[src/sv/mss_pkg.sv]
// Shared types and constants for the motion safety supervisor.
package mss_pkg;

  localparam int AGE_WIDTH     = 16;
  localparam int TIMEOUT_WIDTH = 16;
  localparam int CMP_WIDTH     = (AGE_WIDTH > TIMEOUT_WIDTH) ? AGE_WIDTH : TIMEOUT_WIDTH;

  typedef enum logic [2:0] {
    MODE_BOOTING = 3'd0,
    MODE_READY   = 3'd1,
    MODE_MOVING  = 3'd2,
    MODE_FAULT   = 3'd3,
    MODE_ESTOP   = 3'd4
  } mode_t;

  typedef enum logic [2:0] {
    OP_TICK          = 3'd0,
    OP_REQUEST_READY = 3'd1,
    OP_ESTOP         = 3'd2,
    OP_CLEAR_FAULTS  = 3'd3,
    OP_COMMAND       = 3'd4
  } op_t;

  typedef struct packed {
    logic [AGE_WIDTH-1:0] command_age;
    logic                 config_fault;
    mode_t                mode;
  } sup_state_t;

  typedef struct packed {
    mode_t mode;
    logic  stop_motion;
    logic  disable_drivers;
    logic  motion_allowed;
    logic  clear_accepted;
    logic  config_fault_flag;
    logic  comm_timed_out;
  } sup_result_t;

endpackage

[src/sv/motion_safety_supervisor.sv]
// Top level of the motion safety supervisor: request register, update stage, result register.
//
// Motion safety supervisor. Each request carries an operation (tick, request
// ready, emergency stop, clear faults, command received) with the current
// config-valid and axis-moving flags, and produces exactly one result with the
// new mode, the stop-motion and disable-drivers pulses, motion allowed, the
// outcome of a clear, the sticky config fault and the watchdog pulse. A
// request is taken into an input register; it is applied to the mode, fault
// and command-age registers, and its result written to an output register,
// once that output register is free or being read. One request per cycle
// is accepted while results are taken. The rate is set by the update of the
// supervisor state, which each request reads and writes. The command age
// counts ticks and saturates at all ones; a comm_timeout_ticks of zero
// switches the watchdog off. Write comm_timeout_ticks only while no request
// is in flight.
module motion_safety_supervisor (
  input  logic        clk,
  input  logic        rst,
  // configuration
  input  logic        cfg_we,
  input  logic [15:0] cfg_wdata,
  // request channel
  input  logic        in_valid,
  output logic        in_ready,
  input  logic [2:0]  operation,
  input  logic        config_valid,
  input  logic        any_axis_moving,
  // result channel
  output logic        out_valid,
  input  logic        out_ready,
  output logic [2:0]  mode,
  output logic        stop_motion,
  output logic        disable_drivers,
  output logic        motion_allowed,
  output logic        clear_accepted,
  output logic        config_fault_flag,
  output logic        comm_timed_out
);

  logic [mss_pkg::TIMEOUT_WIDTH-1:0] comm_timeout;

  // Input register holding one request.
  logic       req_valid;
  logic [2:0] req_op;
  logic       req_cfg_ok;
  logic       req_moving;

  mss_pkg::sup_state_t  state;
  mss_pkg::sup_state_t  state_next;
  mss_pkg::sup_result_t result_next;
  mss_pkg::sup_result_t result;

  logic advance;

  // Advance the held request when the result register is free or draining.
  assign advance  = req_valid && (!out_valid || out_ready);
  assign in_ready = !req_valid || advance;

  always_ff @(posedge clk) begin
    if (rst) begin
      comm_timeout <= '0;
    end else if (cfg_we) begin
      comm_timeout <= cfg_wdata;
    end
  end

  always_ff @(posedge clk) begin
    if (rst) begin
      req_valid <= 1'b0;
    end else if (in_ready) begin
      req_valid <= in_valid;
    end
  end

  // Payload needs no reset; capture on acceptance only.
  always_ff @(posedge clk) begin
    if (in_valid && in_ready) begin
      req_op     <= operation;
      req_cfg_ok <= config_valid;
      req_moving <= any_axis_moving;
    end
  end

  mss_update u_update (
    .state              (state),
    .comm_timeout_ticks (comm_timeout),
    .operation          (req_op),
    .config_valid       (req_cfg_ok),
    .any_axis_moving    (req_moving),
    .state_next         (state_next),
    .result             (result_next)
  );

  // Supervisor state: commit only when a request moves into the result register.
  always_ff @(posedge clk) begin
    if (rst) begin
      state.mode         <= mss_pkg::MODE_BOOTING;
      state.config_fault <= 1'b0;
      state.command_age  <= '0;
    end else if (advance) begin
      state <= state_next;
    end
  end

  always_ff @(posedge clk) begin
    if (rst) begin
      out_valid <= 1'b0;
    end else if (advance) begin
      out_valid <= 1'b1;
    end else if (out_ready) begin
      out_valid <= 1'b0;
    end
  end

  always_ff @(posedge clk) begin
    if (advance) begin
      result <= result_next;
    end
  end

  assign mode              = result.mode;
  assign stop_motion       = result.stop_motion;
  assign disable_drivers   = result.disable_drivers;
  assign motion_allowed    = result.motion_allowed;
  assign clear_accepted    = result.clear_accepted;
  assign config_fault_flag = result.config_fault_flag;
  assign comm_timed_out    = result.comm_timed_out;

endmodule

[src/sv/mss_update.sv]
// Next-state and result logic for one supervisor request.
module mss_update (
  input  mss_pkg::sup_state_t             state,
  input  logic [mss_pkg::TIMEOUT_WIDTH-1:0] comm_timeout_ticks,
  input  logic [2:0]                      operation,
  input  logic                            config_valid,
  input  logic                            any_axis_moving,
  output mss_pkg::sup_state_t             state_next,
  output mss_pkg::sup_result_t            result
);

  logic [mss_pkg::AGE_WIDTH-1:0] age_inc;
  logic                          timed_out;
  logic                          stop;
  logic                          disable_drv;
  logic                          accepted;
  mss_pkg::mode_t                m;
  logic                          cf;
  logic [mss_pkg::AGE_WIDTH-1:0] age;

  // Saturating increment of the command age.
  assign age_inc = (&state.command_age) ? state.command_age
                                        : state.command_age + 1'b1;

  always_comb begin
    m           = state.mode;
    cf          = state.config_fault;
    age         = state.command_age;
    stop        = 1'b0;
    disable_drv = 1'b0;
    accepted    = 1'b0;
    timed_out   = 1'b0;
    case (mss_pkg::op_t'(operation))
      mss_pkg::OP_TICK: begin
        age = age_inc;
        if (!config_valid) cf = 1'b1;
        if ((comm_timeout_ticks != '0) &&
            (m == mss_pkg::MODE_READY || m == mss_pkg::MODE_MOVING) &&
            (mss_pkg::CMP_WIDTH'(age_inc) > mss_pkg::CMP_WIDTH'(comm_timeout_ticks))) begin
          stop      = 1'b1;
          timed_out = 1'b1;
          m         = mss_pkg::MODE_READY;
          age       = '0;
        end
        if ((m == mss_pkg::MODE_READY || m == mss_pkg::MODE_MOVING) && cf) begin
          stop        = 1'b1;
          disable_drv = 1'b1;
          m           = mss_pkg::MODE_FAULT;
        end
        if (m == mss_pkg::MODE_READY && any_axis_moving) begin
          m = mss_pkg::MODE_MOVING;
        end else if (m == mss_pkg::MODE_MOVING && !any_axis_moving) begin
          m = mss_pkg::MODE_READY;
        end
      end
      mss_pkg::OP_REQUEST_READY: begin
        if (!config_valid) cf = 1'b1;
        if (cf) begin
          m           = mss_pkg::MODE_FAULT;
          disable_drv = 1'b1;
        end else begin
          m = mss_pkg::MODE_READY;
        end
      end
      mss_pkg::OP_ESTOP: begin
        stop        = 1'b1;
        disable_drv = 1'b1;
        m           = mss_pkg::MODE_ESTOP;
      end
      mss_pkg::OP_CLEAR_FAULTS: begin
        if (!config_valid) begin
          cf = 1'b1;
        end else if (m != mss_pkg::MODE_ESTOP) begin
          cf          = 1'b0;
          m           = mss_pkg::MODE_BOOTING;
          disable_drv = 1'b1;
          accepted    = 1'b1;
        end
      end
      mss_pkg::OP_COMMAND: begin
        age = '0;
      end
      default: begin
      end
    endcase
  end

  assign state_next.mode         = m;
  assign state_next.config_fault = cf;
  assign state_next.command_age  = age;

  assign result.mode              = m;
  assign result.stop_motion       = stop;
  assign result.disable_drivers   = disable_drv;
  assign result.motion_allowed    = (m == mss_pkg::MODE_READY || m == mss_pkg::MODE_MOVING) && !cf;
  assign result.clear_accepted    = accepted;
  assign result.config_fault_flag = cf;
  assign result.comm_timed_out    = timed_out;

endmodule
[config.mk]
export PLATFORM = sky130hd
export DESIGN_NAME = motion_safety_supervisor
export DESIGN_NICKNAME = d
export VERILOG_FILES = /design/src/sv/mss_pkg.sv /design/src/sv/motion_safety_supervisor.sv /design/src/sv/mss_update.sv
export SDC_FILE = /design/constraint.sdc
export NUM_CORES = 1
export LEC_CHECK = 0
export ABC_AREA = 1
export BUFFER_PORTS_ARGS = -buffer_cell sky130_fd_sc_hd__buf_2
export CAP_MARGIN = 20
export CELL_PAD_IN_SITES_DETAIL_PLACEMENT = 1
export CELL_PAD_IN_SITES_GLOBAL_PLACEMENT = 1
export CORE_ASPECT_RATIO = 0.9
export CORE_MARGIN = 3
export CORE_UTILIZATION = 39
export CTS_BUF_LIST = sky130_fd_sc_hd__clkbuf_8
export DETAILED_ROUTE_END_ITERATION = 8
export PLACE_DENSITY = 0.78
export SLEW_MARGIN = 10
export SYNTH_ARGS = -nofsm -noshare
export SYNTH_HDL_FRONTEND = slang
export SYNTH_SLANG_ARGS = --single-unit
export TNS_END_PERCENT = 10
[constraint.sdc]
create_clock -name clk -period 2.7 [get_ports clk]
set_input_delay 0 -clock clk [delete_from_list [all_inputs] [get_ports clk]]
set_output_delay 0 -clock clk [all_outputs]
set_load 0.01 [all_outputs]
==> reports/results.tsv <==
stage	metric	value	unit
outcome	status	finished with violations	
outcome	violations	setup timing	
clocking	clkSlewWorstSetupHoldPaths	0.11	ns
critical_path	start_kind	flop	
flow_run	cap_violations	0	
sta	finalCriticalPeriod	3.62	ns
drt	drc	0	
logic_synthesis	synth_commonest_cells	97 x nand2_1, 53 x inv_1, 50 x a21oi_1, 38 x dfxtp_1, 34 x nor2_1	
sta	finalMaxSlewViolations	0	
logic_synthesis	synth_seq_cells	52	
clocking	clock_latency	0.31	ns
finish	diodes	0	
drt	wl_per_cell	22.9	µm
logic_synthesis	yosysTopAreaCell	dfxtp_1	
power	powerDensity	389	mW/mm²
logic_synthesis	synth_area	0.00288	mm²
finish	drive_gt1_share	33.5	%
logic_synthesis	syn_avg_cell_area	7.32	µm²
drt	first_iter_violations	213	
drt	viasPerCell	5.78	
logic_synthesis	ys.flop_type	dfxtp_1	
sta	period_share	134	%
sta	max_freq	276	MHz
place	port_buffers	36	
sta	rsz0062_at_grt	true	
logic_synthesis	syn_nets	436	
finish	multi_input_area	0.00178	mm²
clocking	cts-buffers-inserted	5	
global_routing	gr-total-overflow	0	
drt	wirelength	13.7	mm
finish	nFillCells	884	
sta	hold_viol	0	
finish	syn2layout_area_growth	47.0	%
drt	vias	3450	
logic_synthesis	synthArstFlopShare	0	%
logic_synthesis	synth_edf_count	14	
global_routing	grt_antenna_before_repair	0	
finish	stdcell_area	0.00423	mm²
finish	finalNonFillerCells	597	
place	dpl_cell_area	0.00348	mm²
power	leakage	1.90	nW
critical_path	r2r_slack	-0.92	ns
global_routing	grt_first_pass_wirelength	16.7	mm
finish	num-nets-final	546	
sta	fin_setup_tns	-18.22	ns
critical_path	required	2.78	ns
sta	tightest_slew	0.830	ns
global_routing	grt_pass1_vias	3392	
sta	setup_violations	23	
place	pre_cts_slack	-0.678	ns
place	routabilityCongestion	0.867	
logic_synthesis	synth_top_area_share	26.5	%
floorplanning	die_w	96.5	µm
critical_path	arrival	3.70	ns
floorplanning	fp.dieH	87.5	µm
finish	seq_area	0.00119	mm²
drt	antenna_left	0	
logic_synthesis	ys_seq_area_share	41.1	%
critical_path	cp_max_fo	4	
place	dp_cells	555	
clocking	cts_tree	yes	
floorplanning	die-area	0.00844	mm²
critical_path	crit_type	reg -> reg	
critical_path	end_kind	flop	
floorplanning	floorplan.initialDensity	40.4	%
logic_synthesis	synth_cell_types	30	
global_routing	track_usage	25.9	%
place	dpl.hpwl	6.28	mm
sta	layout_setup_ws	-0.920	ns
logic_synthesis	yosysMostFrequentCell	nand2_1	
floorplanning	fp-row-count	29	
clocking	cts_root_buffer	clkbuf_8	
clocking	cts_buffer_depth	2	
logic_synthesis	syn_inst	393	
floorplanning	core_area	0.00711	mm²
global_routing	grt_start_max_net_pins	32	
drt	drt_pre_antenna_iters	5	
sta	slew-limit-headroom	44.6	%
logic_synthesis	yosysWarningCount	0	
min_path	hold_path.class	in -> reg	
finish	final_core_util	59.4	%
sta	clock-skew-final	0.0110	ns
clocking	cts.sinks	52	
floorplanning	ios	37	
logic_synthesis	netlist_top_cells_area	dfxtp_1 26%, edfxtp_1 15%, nand2_1 13%	
power	vdd_ir_drop_max	286	µV
clocking	cts.htree.levels	2	
cell usage in the layout, fill, tap and decap left out, drive strengths merged, types with 2 or more instances in the layout:
cell	count
nand3	11
nor2	35
xnor2	3
inv	56
buf	88
xor2	8
nand4	4
a21oi	53
nand2	100
clkinv	2
o21ai	28
clkbuf	6
nor4	2
nor3	8
edfxtp	14
dlygate4sd3	23
dfxtp	38
o21a	2
ha	17
critical path, stage by stage (launching register included):
cell	delay, ns
dfxtp_4	0.40
ha_4	0.15
inv_2	0.05
nor2_4	0.11
nand4_1	0.18
nor2_2	0.20
nand2_2	0.10
o21a_4	0.23
xor2_2	0.16
ha_1	0.32
nand2_1	0.12
inv_1	0.05
nand2_1	0.06
nand2_1	0.07
nand2_1	0.10
nand2_1	0.07
nand2_1	0.08
nand2_1	0.07
nand2_2	0.13
nand2_2	0.10
nand2_2	0.10
inv_2	0.05
nand2_2	0.08
nand3_4	0.09
nand2_2	0.10
nand2_2	0.08
nand2_1	0.08
a21oi_2	0.05
state kept, by name, summed over array words and instances (netlist names):
register	count
motion_allowed	1
clear_accepted	1
disable_drivers	1
comm_timed_out	1
out_valid	1
comm_timeout	16
state	20
config_fault_flag	1
req_valid	1
req_cfg_ok	1
mode	3
req_moving	1
stop_motion	1
req_op	3
routing by layer:
layer,part of all wire (%),wire length [µm],up-vias,track usage [%]
met1,40,5490,1674,32.3
li1,-,-,1507,-
met3,6.3,866,69,4.06
met5,0,0,-,0
met4,5.4,742,0,10.3
met2,48,6560,200,44.3
report_power, final:
group	leakage, nW	switching [W]	internal (W)
sequential	0.449	0.0000276	0.000836
clock	0.0505	0.000280	0.000176
combinational	1.40	0.000208	0.000117
total	1.90	0.000516	0.00113
stage by stage:
stage,total power (W),hold slack (ns)
CTS,0.00157,0.0318
floorplan,0.00101,0.0989
global placement,0.00108,0.178
global route,0.00170,0.108
finish,0.00165,0.103
detailed placement,0.00109,0.179
final cells by class:
| class | count | area share (%) |
|---|---|---|
| Clock buffer | 5 | 1.63 |
| Clock inverter | 3 | 0.296 |
| Inverter | 55 | 4.89 |
| Multi-Input combinational cell | 277 | 42.2 |
| Sequential cell | 52 | 28.2 |
| Tap cell | 93 | 2.75 |
| Timing Repair Buffer | 112 | 20.0 |
cells by family (layout without fill, tap and decap cells):
| kind of cell | after synthesis | count (layout) | synth area share (%) |
|---|---|---|---|
| DFF | 52 | 52 | 41.1 |
| AOI/OAI and AO/OA | 88 | 88 | 16.6 |
| xor gates and xnor gates | 11 | 11 | 3.35 |
| and+or+nand+nor | 161 | 161 | 23.0 |
| adders and majority gates | 17 | 17 | 7.40 |
| buffers and inverters | 64 | 175 | 8.62 |
final timing paths:
kind / end / from / cells after the start
max: motion_allowed$_DFFE_PP_ / state[5]$_SDFFE_PP0P_ / 27
min: comm_timeout[3]$_SDFFE_PP0P_ / cfg_wdata[3] / 3
max reg2reg: motion_allowed$_DFFE_PP_ / state[5]$_SDFFE_PP0P_ / 27
min reg2reg: state[6]$_SDFFE_PP0P_ / state[6]$_SDFFE_PP0P_ / 2
repair_timing:
action | CTS | global route
resized for setup | 33 | 45
hold buffers | 23 | 0
cloned | 0 | 1
setup buffers | 8 | 2
endpoints found under the hold margin | 22 | 0
endpoints found under the setup margin | 23 | 23
pin swaps | 23 | 18
No activity file was read; power rests on OpenSTA's default activity.
